**config.mk**
```make
export PLATFORM = sky130hd
export DESIGN_NAME = pte_ctrl
export DESIGN_NICKNAME = d
export VERILOG_FILES = /design/src/pte_pkg.sv /design/src/pte_ctrl.sv
export SDC_FILE = /design/constraint.sdc
export NUM_CORES = 1
export LEC_CHECK = 0
export ABC_CLOCK_PERIOD_IN_PS = 1300
export BUFFER_PORTS_ARGS = -buffer_cell sky130_fd_sc_hd__buf_2
export CAP_MARGIN = 40
export CORE_AREA = 5 5 42 44
export CTS_BUF_LIST = sky130_fd_sc_hd__clkbuf_16
export DETAILED_ROUTE_END_ITERATION = 16
export DIE_AREA = 0 0 47 49
export GPL_TIMING_DRIVEN = 0
export RECOVER_POWER = 50
export SYNTH_ARGS = -nofsm -noshare
export SYNTH_HDL_FRONTEND = slang
export SYNTH_SLANG_ARGS = --single-unit
```
**constraint.sdc**
```tcl
create_clock -name clk_i -period 1.3 [get_ports clk_i]
set_input_delay 0.13 -clock clk_i [delete_from_list [all_inputs] [get_ports clk_i]]
set_output_delay 0.13 -clock clk_i [all_outputs]
set_load 0.03 [all_outputs]
```
**src/pte_pkg.sv**
```systemverilog
// ----------------------------------------------------------------------------
// Pair table engine package
// Sizes, codes, item types and controller interface types.
// ----------------------------------------------------------------------------
package pte_pkg;

  // Table geometry.
  localparam int unsigned ENTRIES = 64;
  localparam int unsigned IDX_W   = $clog2(ENTRIES);
  localparam int unsigned PTR_W   = IDX_W + 1;
  localparam int unsigned EP_W    = 32;
  localparam int unsigned CNT_W   = 7;

  // A free slot holds all ones in both halves.
  localparam logic [EP_W-1:0] EMPTY = '1;

  // Action codes.
  typedef enum logic [2:0] {
    ACT_ADD          = 3'd0,
    ACT_DEL_PAIR     = 3'd1,
    ACT_COUNT_SRC    = 3'd2,
    ACT_FIND_PAIR    = 3'd3,
    ACT_FIND_DEL_SRC = 3'd4,
    ACT_MOVE_TGT     = 3'd5
  } pte_action_e;

  // Input item.
  typedef struct packed {
    logic [2:0]               action;
    logic                     table_select;
    logic signed [EP_W-1:0]   key_source;
    logic signed [EP_W-1:0]   key_target;
  } pte_in_t;

  // Result item.
  typedef struct packed {
    logic                     status;
    logic [IDX_W-1:0]         slot_index;
    logic [CNT_W-1:0]         match_count;
    logic signed [EP_W-1:0]   found_source;
    logic signed [EP_W-1:0]   found_target;
  } pte_out_t;

  // Controller states.
  typedef enum logic [2:0] {
    ST_IDLE,
    ST_RD_I,
    ST_EV_I,
    ST_RD_K,
    ST_EV_K,
    ST_RESP
  } pte_state_e;

  // Commands from the controller to the datapath.
  typedef struct packed {
    logic start;
    logic rd_i;
    logic rd_k;
    logic inc_i;
    logic inc_k;
    logic cnt_inc;
    logic wr_i_key;
    logic wr_i_empty;
    logic wr_k_move;
    logic latch_move;
    logic set_ok;
    logic set_slot;
    logic set_halves;
  } pte_cmd_t;

  // Status from the datapath to the controller.
  typedef struct packed {
    logic [2:0] act;
    logic       skip;
    logic       hit;
    logic       b_free;
    logic       i_last;
    logic       k_last;
    logic       k_end;
  } pte_sts_t;

endpackage

```
**src/pte_ctrl.sv**
```systemverilog
// ----------------------------------------------------------------------------
// Pair table engine controller
// Sequences the per-entry scan of each action and the handshakes.
// ----------------------------------------------------------------------------
module pte_ctrl (
  input  logic              clk_i,
  input  logic              rst_ni,
  input  logic              in_valid_i,
  output logic              in_stall_o,
  output logic              out_valid_o,
  input  logic              out_stall_i,
  input  pte_pkg::pte_sts_t sts_i,
  output pte_pkg::pte_cmd_t cmd_o
);

  pte_pkg::pte_state_e state_q, state_d;
  logic early_stop;
  logic move_to_b;
  logic k_done;
  logic is_cnt_or_move;

  // Decisions taken on the entry just read.
  always_comb begin
    early_stop = sts_i.hit &&
                 (sts_i.act == pte_pkg::ACT_ADD || sts_i.act == pte_pkg::ACT_DEL_PAIR ||
                  sts_i.act == pte_pkg::ACT_FIND_PAIR ||
                  sts_i.act == pte_pkg::ACT_FIND_DEL_SRC);
    move_to_b  = sts_i.hit && (sts_i.act == pte_pkg::ACT_MOVE_TGT) && !sts_i.k_end;
    k_done     = sts_i.b_free || sts_i.k_last;
    is_cnt_or_move = (sts_i.act == pte_pkg::ACT_COUNT_SRC) ||
                     (sts_i.act == pte_pkg::ACT_MOVE_TGT);
  end

  // State register.
  always_ff @(posedge clk_i or negedge rst_ni) begin
    if (!rst_ni) begin
      state_q <= pte_pkg::ST_IDLE;
    end else begin
      state_q <= state_d;
    end
  end

  // Next state.
  always_comb begin
    state_d = state_q;
    case (state_q)
      pte_pkg::ST_IDLE: begin
        if (in_valid_i) state_d = pte_pkg::ST_RD_I;
      end
      pte_pkg::ST_RD_I: begin
        state_d = sts_i.skip ? pte_pkg::ST_RESP : pte_pkg::ST_EV_I;
      end
      pte_pkg::ST_EV_I: begin
        if (early_stop) state_d = pte_pkg::ST_RESP;
        else if (move_to_b) state_d = pte_pkg::ST_RD_K;
        else if (sts_i.i_last) state_d = pte_pkg::ST_RESP;
        else state_d = pte_pkg::ST_RD_I;
      end
      pte_pkg::ST_RD_K: begin
        state_d = pte_pkg::ST_EV_K;
      end
      pte_pkg::ST_EV_K: begin
        if (!k_done) state_d = pte_pkg::ST_RD_K;
        else if (sts_i.i_last) state_d = pte_pkg::ST_RESP;
        else state_d = pte_pkg::ST_RD_I;
      end
      pte_pkg::ST_RESP: begin
        if (!out_stall_i) state_d = pte_pkg::ST_IDLE;
      end
      default: state_d = pte_pkg::ST_IDLE;
    endcase
  end

  // Commands.
  always_comb begin
    cmd_o = '0;
    case (state_q)
      pte_pkg::ST_IDLE: begin
        cmd_o.start = in_valid_i;
      end
      pte_pkg::ST_RD_I: begin
        cmd_o.rd_i = !sts_i.skip;
      end
      pte_pkg::ST_EV_I: begin
        case (sts_i.act)
          pte_pkg::ACT_ADD: begin
            cmd_o.wr_i_key = sts_i.hit;
            cmd_o.set_ok   = sts_i.hit;
          end
          pte_pkg::ACT_DEL_PAIR, pte_pkg::ACT_FIND_DEL_SRC: begin
            cmd_o.wr_i_empty = sts_i.hit;
            cmd_o.set_ok     = sts_i.hit;
            cmd_o.set_halves = sts_i.hit;
          end
          pte_pkg::ACT_COUNT_SRC: begin
            cmd_o.cnt_inc = sts_i.hit;
          end
          pte_pkg::ACT_FIND_PAIR: begin
            cmd_o.set_ok   = sts_i.hit;
            cmd_o.set_slot = sts_i.hit;
          end
          pte_pkg::ACT_MOVE_TGT: begin
            cmd_o.wr_i_empty = sts_i.hit;
            cmd_o.latch_move = sts_i.hit;
          end
          default: begin
          end
        endcase
        // Step to the next entry, or close a full scan.
        if (!early_stop && !move_to_b) begin
          if (sts_i.i_last) cmd_o.set_ok = cmd_o.set_ok || is_cnt_or_move;
          else cmd_o.inc_i = 1'b1;
        end
      end
      pte_pkg::ST_RD_K: begin
        cmd_o.rd_k = 1'b1;
      end
      pte_pkg::ST_EV_K: begin
        cmd_o.wr_k_move = sts_i.b_free;
        cmd_o.inc_k     = !sts_i.b_free;
        if (k_done) begin
          if (sts_i.i_last) cmd_o.set_ok = 1'b1;
          else cmd_o.inc_i = 1'b1;
        end
      end
      pte_pkg::ST_RESP: begin
      end
      default: begin
      end
    endcase
  end

  // Handshake outputs.
  assign in_stall_o  = (state_q != pte_pkg::ST_IDLE);
  assign out_valid_o = (state_q == pte_pkg::ST_RESP);

endmodule

```
# [Word-level counts from Yosys, hierarchy flattened]
# Index checks and enable logic that the tools add are counted.
[word_totals] elab_cells=68 register_bits=3 out_inout_bits=15
[classes] mux=33 eq_ne=12 reduce_logical=22
[ops] op="3-bit two-way mux" n=8
[ops] op="1-bit two-way mux" n=21
[ops] op="3-bit one-hot mux with 6 select lines" n=1
[ops] op="3-bit by 2-bit == test with 1-bit output (second input constant)" n=4
[ops] op="3-bit == test (second input constant)" n=4
[ops] op="3-bit by 1-bit == test with 1-bit output (second input constant)" n=2
[ops] op="3-bit logical NOT" n=2
[ops] op="1-bit logical OR" n=6
[ops] op="1-bit logical NOT" n=5
[ops] op="1-bit logical AND" n=4
[ops] op="2-bit inequality test (second input constant)" n=2
[ops] op="1-bit one-hot mux with 2 select lines" n=2
[ops] op="4-bit OR reduction" n=1
[ops] op="3-bit nonzero test" n=1
[ops] op="3-bit OR reduction" n=1
[ops] op="2-bit two-way mux" n=1
[ops] op="2-bit AND reduction" n=1
[ops] op="2-bit OR reduction" n=1

# [Depth between registers and ports, before layout]
# Gate-level depths: netlist of run 1.
[depth] depth_word=9 depth_mapped=5 mapped_depth_nobuf=4

# [Least setup slack after synthesis of run 1]
# OpenSTA, ideal clock, no wires.
[synth_path] path_kind="reg-to-reg" startpoint="register state_q[1]" endpoint="register state_q[1]" setup_time_ns=0.095 stages_incl_launch_ff=5 synth_period_minus_slack_ns=1.912 t_arrival_ns=1.816 required_ns=1.205 path_slack_ns=-0.612 path_cell_list="dfrtp_1 -> buf_4 -> nor4b_1 -> a21oi_1 -> o31ai_1"
[synth_via] elab_chain_len=3 word_cells_on_any_way=10 cone_classes="eq/ne (7); mux (1); reduce/logical (2)"
[synth_rtl] item="start, declared" line="pte_ctrl.sv:16" text="pte_pkg::pte_state_e state_q, state_d;"
[synth_rtl] item="start signal, assigned" line="pte_ctrl.sv:37" text="state_q <= pte_pkg::ST_IDLE;"
[synth_rtl] item="start signal, assigned" line="pte_ctrl.sv:39" text="state_q <= state_d;"
[synth_rtl] item="3-bit == test or 3-bit logical NOT (tied branches)" line="pte_ctrl.sv:46" text="case (state_q)"
[synth_rtl] item="2-bit inequality test (no line)"
[synth_rtl] item="2-bit AND reduction (no line)"
# Several ways; a longest one is shown, not always the timed one.
# A chain may end at the register's enable or synchronous reset.

==> out/metrics.csv, run 1 <==
metric,value,unit
status,finished with violations,
violations,negative setup slack,
fin_ws,-0.2862,ns
regToRegStartpoint,state_q[2],
synth_sequential_area_ratio,18.40,%
setup.worst_path.end,cmd_o[12],
critPathRequiredTime,1.17,ns
drt.antenna.violating_nets,0,
final_hold_viol_count,0,
drive_above_1_share,63.27,%
port_buffers,25,
path_max_fanout,5,
final_area,933.4,um2
worst_ep_arrival_time,1.46,ns
clock-sinks,3,
drtIter0Drc,5,
synth.distinct_cells,28,
max-slew-margin-rel,84.20,%
syn_inst,57,
synth_seq_cells,3,
reg_top3,state_q: 3 flops,
synth_fa_ha_area_share,0,%
post_dp_cell_area,608.1,um2
peakVddDrop,924.4,uV
clk_pin_slew_worst_paths,0.03,ns
power_leakage,0.4455,nW
slowest_stage,dfrtp_2,
post-dp-hpwl,879.8,um
holdPathStages,3,
grt_pass1_wl,2173,um
dr.pass1.iters,4,
dieArea,2303,um2
synth_xor_area_share,2.147,%
finalPower,1.957,mW
fill_cells,132,
reg2reg_slack,-0.06,ns
grt_pass1_vias,540,
cts_made_buffers,3,
r2r-end,state_q[1],
synth_top_family_by_area,simple AND/OR/NAND/NOR gates,
critPathLaunchType,flip-flop,
ff2ff_path_depth,7,
muxShareOfSynthArea,2.454,%
setup_viol_count_final,17,
h-tree-depth,1,
areaGrowthSynthToFinish,128.8,%
core_area,1401,um2
gp_congestion,0.7101,
wl_per_cell,13.01,um
rsz0062_at_grt,true,
p_per_area,2096,nW/um2
worstMarginPinSlew,0.2360,ns
cts-root-buf,clkbuf_16,
syn-mean-instance-area,7.156,um2
grt_max_degree,11,
ys.warnings.count,0,
critPathMaxStageDelay,0.45,ns
synth-simple-area-share,44.48,%
largest-register,state_q,
max_cap_violations,0,
globalRouteTotalUtil,12.97,%
cts_buffer_depth,2,
slew_viol_final,0,
wl,1483,um
boundaryPins,28,
largest_reg_flops,3,
end_kind,output port,
syn_area,407.9,um2
crit_chain,"buf_4, or3_4, nor2_4, buf_6",
finalNetCount,112,
core.rowCount,14,
clock_skew,0.001476,ns
drc,0,
multi_input_area,396.6,um2
antenna_found_initial,0,
hold_class,input pin to flip-flop,
grt_overflow,0,
crit_type,flip-flop to output port,
synth_compound_area_share,21.17,%
diodes,0,
via_per_inst,5.070,
min_period,1.586,ns
seqCellArea,76.32,um2
crit_start,state_q[0],
clock.fmax,0.6304,GHz
cts_tree,done,
vias,578,
finalCritPeriodShare,122.0,%
pre_cts_slack,-0.2973,ns
start_util,29.11,%
die_x,47,um
insertion_delay,0.22,ns
synth_fp_nets,70,
die_h,49,um
-- cells in the final DEF, fill, tap and decap left out, types with 2 or more instances in the layout --
cell	n
nand2_1	4
inv_1	2
dfrtp_1	2
nor2_4	2
clkbuf_16	3
a21oi_1	4
buf_2	10
and2_4	2
buf_4	14
nor3_2	2
nor4b_4	3
nor2_1	7
buf_6	15
-- critical path, delay by kind of cell, from the launching register on --
| family | cells | cell delay (ns) |
|---|---|---|
| buffers and inverters | 2 | 0.29 |
| DFF | 1 | 0.45 |
| and+or+nand+nor | 2 | 0.49 |
-- how the worst min path moves through the flow --
stage               startpoint    endpoint  slack [ns]
floorplan               rst_ni  state_q[0]       -0.17
global placement        rst_ni  state_q[0]       -0.07
detailed placement      rst_ni  state_q[0]       -0.07
CTS                     rst_ni  state_q[0]        0.23
global route          sts_i[0]  state_q[1]        0.25
finish              in_valid_i  state_q[0]        0.24
-- repair_timing --
item                       CTS  global route
gates resized for setup     35             9
setup endpoints to repair   15            17
pin swaps                   11             4
hold buffers                 1             0
setup buffers                7             5
hold endpoints to repair     3             0
-- metal layers --
metal	track usage, %	vias up	share of wire, %
li1	-	288	-
met1	13.44	264	39
met2	21.27	26	52
met3	5.166	0	9.2
met4	6.912	0	0
met5	0	-	0
-- power by group --
part           total [mW]  internal (mW)  switching [mW]
logic                1.29          0.680           0.606
registers           0.192          0.141          0.0508
clock network       0.479          0.396          0.0827
total                1.96           1.22           0.739
-- kinds of logic (layout without fill, tap and decap cells) --
logic type	after synthesis	in the layout
AOI/OAI and AO/OA	14	14
and+or+nand+nor	32	32
DFF	3	3
buffers and inverters	6	47
muxes	1	1
xor gates and xnor gates	1	1
-- area by class of cell --
type                    instances  area share, %
multi-input cells              48          42.49
repair buffers                 38          33.91
flip-flops and latches          3          8.177
clock buffers                   3          8.043
plain buffers                   4          4.424
well taps                      16          2.145
clock inverters                 1         0.4021
inverters                       1         0.4021
-- Yosys cell counts --
| cell | n | share of area [%] |
|---|---|---|
| inv_1 | 1 | 0.92 |
| buf_4 | 2 | 3.7 |
| nor4b_1 | 3 | 6.4 |
| and3b_1 | 2 | 4.3 |
| clkbuf_2 | 1 | 1.2 |
| mux2i_1 | 1 | 2.5 |
| a211oi_1 | 1 | 1.8 |
| o21ai_0 | 3 | 3.7 |
| xnor2_1 | 1 | 2.1 |
| a211o_1 | 1 | 2.1 |
| o22ai_1 | 1 | 1.5 |
| o211ai_1 | 1 | 1.8 |
| or2b_2 | 1 | 2.1 |
| and2_1 | 2 | 3.1 |
| or3_1 | 1 | 1.5 |
| nor2_1 | 9 | 8.3 |
| dfrtp_1 | 3 | 18 |
| a21o_2 | 1 | 2.1 |
| nand3_1 | 1 | 1.2 |
| nor3b_1 | 2 | 3.7 |
| buf_6 | 2 | 5.5 |
| or3b_1 | 1 | 2.1 |
| nor3_1 | 3 | 3.7 |
| o31ai_1 | 1 | 1.8 |
| a21oi_1 | 5 | 6.1 |
| nand2_1 | 5 | 4.6 |
| nor2b_1 | 1 | 1.5 |
| nand3b_1 | 1 | 1.8 |
-- per-stage QoR --
stage               hold WS, ns  TNS, ns  utilization (%)  cells
floorplan               -0.1656   -1.406                -     57
global placement       -0.07340   -1.440            43.39     98
detailed placement     -0.07316   -1.611            43.39     98
CTS                      0.2329   -2.560            62.14    109
global route             0.2501   -4.110            66.61    114
finish                   0.2397   -3.174            66.61    114
Note: power is estimated with default switching activity, not from simulation.
==> inputs of run 2 (changes only) <==
Settings changed: CORE_AREA 5 5 42 44 to default, CORE_MARGIN from default to 5, CORE_UTILIZATION from default to 30, DIE_AREA 0 0 47 49 to default.
==> run 2 against run 1 <==
Effect of this change: the flow still finishes with violations (negative setup slack); maximum frequency is 0.72% higher; clock-buffer cell count stayed put; wire length is 3.9% higher; sequential power is 3% higher; power is 1.6% lower; critical path depth is 1 higher; via count is 1.6% higher.
==> out/metrics.csv, run 2 (synthesis gave the netlist of run 1 again) <==
metric,value,unit
status,finished with violations,
violations,negative setup slack,
final_area,928.4,um2
final_hold_viol_count,0,
whs,0.2274,ns
wl,1541,um
peakVddDrop,1086,uV
slew_viol_final,0,
max_cap_violations,0,
cts-root-buf,clkbuf_16,
areaGrowthSynthToFinish,127.6,%
antenna_found_initial,0,
p_per_area,2074,nW/um2
end_kind,output port,
start_util,31.35,%
power_leakage,0.4521,nW
final_cell_mix,"buf_4, buf_6, buf_2",
final_common_cell,buf_4,
die_x,46.88,um
post_dp_cell_area,606.8,um2
grt_max_degree,9,
drc,0,
clock_skew,0.001767,ns
finalCritPeriodShare,121.1,%
finalNetCount,112,
insertion_delay,0.22,ns
crit_chain,"nor2_4, and2_4, nand3b_1, nor2_1, buf_4",
largest_reg_flops,3,
dr.pass1.iters,4,
drt.antenna.violating_nets,0,
grt_pass1_vias,544,
worst_ep_arrival_time,1.44,ns
cts_made_buffers,3,
clk_pin_slew_worst_paths,0.03,ns
critical_path.top_delay_family,simple AND/OR/NAND/NOR gates,
max-slew-margin-rel,84.96,%
drtIter0Drc,5,
clock.fmax,0.6350,GHz
gp_congestion,0.8022,
critPathRequiredTime,1.17,ns
post-dp-hpwl,906.9,um
globalRouteTotalUtil,14.63,%
slowest_stage,dfrtp_2,
diodes,0,
reg_top3,state_q: 3 flops,
fin_ws,-0.2749,ns
port_buffers,25,
via_per_inst,5.195,
vias,587,
critPathMaxStageDelay,0.46,ns
critPathLaunchType,flip-flop,
die_h,46.88,um
grt_pass1_wl,2263,um
boundaryPins,28,
worstMarginPinSlew,0.2246,ns
drive_above_1_share,63.27,%
dieArea,2197,um2
hold_class,input pin to flip-flop,
path_max_fanout,5,
cp_num_buf_inv,1,
crit_type,flip-flop to output port,
setup_viol_count_final,17,
wl_per_cell,13.64,um
rsz0062_at_grt,true,
min_period,1.575,ns
h-tree-depth,1,
core.rowCount,13,
largest-register,state_q,
grt_overflow,0,
cts_buffer_depth,2,
cts_tree,done,
clock-sinks,3,
core_area,1301,um2
fill_cells,111,
==> run 2: report_power, final <==
| part | internal (mW) | total, mW | leakage [nW] | switching [mW] |
|---|---|---|---|---|
| combinational | 0.639 | 1.25 | 0.374 | 0.606 |
| sequential | 0.141 | 0.197 | 0.0362 | 0.0560 |
| clock | 0.397 | 0.483 | 0.0423 | 0.0858 |
==> run 2: what timing repair did <==
item                                    in CTS  in global routing
gates resized for setup                     35                  9
endpoints found under the setup margin      15                 18
endpoints found under the hold margin        3                  0
setup buffers                                9                  6
hold buffers                                 1                  0
pin swaps                                    9                  7
==> run 2: area by class of cell <==
type / instances / area, um2 / area share [%]
plain buffers: 4 / 41.29 / 4.447
clock inverters: 1 / 3.754 / 0.4043
flip-flops and latches: 3 / 76.32 / 8.221
repair buffers: 38 / 311.5 / 33.56
inverters: 1 / 3.754 / 0.4043
clock buffers: 3 / 75.07 / 8.086
multi-input cells: 48 / 397.9 / 42.86
well taps: 15 / 18.77 / 2.022
==> run 2: path summary, 6_finish.rpt <==
kind                             from    endpoint  slack [ns]  depth (start not counted)
setup / recovery           state_q[0]    cmd_o[0]       -0.27                          5
hold / removal             in_valid_i  state_q[0]        0.23                          3
setup reg to reg           state_q[2]  state_q[2]       -0.10                          5
hold reg to reg            state_q[0]  state_q[0]        0.68                          2
max in group asynchronous      rst_ni  state_q[0]        0.88                          2
min in group asynchronous      rst_ni  state_q[2]        0.24                          2
==> run 2: metrics by stage <==
| step | total power, mW | setup WS [ns] | std cells | utilization [%] | TNS [ns] |
|---|---|---|---|---|---|
| finish | 1.925 | -0.2749 | 113 | 71.35 | -3.113 |
| global route | 2.010 | -0.3564 | 113 | 71.35 | -4.024 |
| CTS | 1.814 | -0.2768 | 110 | 68.17 | -2.950 |
| detailed placement | 0.9053 | -0.3116 | 97 | 46.63 | -1.532 |
| global placement | 0.8980 | -0.2968 | 97 | 46.63 | -1.406 |
| floorplan | 0.7373 | -0.1593 | 57 | - | -1.406 |
==> run 2: metal layers <==
metal | GRT usage, % | wire [um] | vias to the layer above
met4 | 6.630 | 15 | 0
met5 | 0 | 0 | -
met3 | 3.831 | 86 | 4
met1 | 14.97 | 584 | 278
li1 | - | - | 286
met2 | 27.37 | 855 | 19
==> run 2: worst reg2reg max path, stage by stage, from the launching register on <==
cell,delay (ns)
dfrtp_1,0.37
buf_6,0.14
nor3b_4,0.16
and3b_2,0.22
buf_6,0.11
a211o_1,0.28
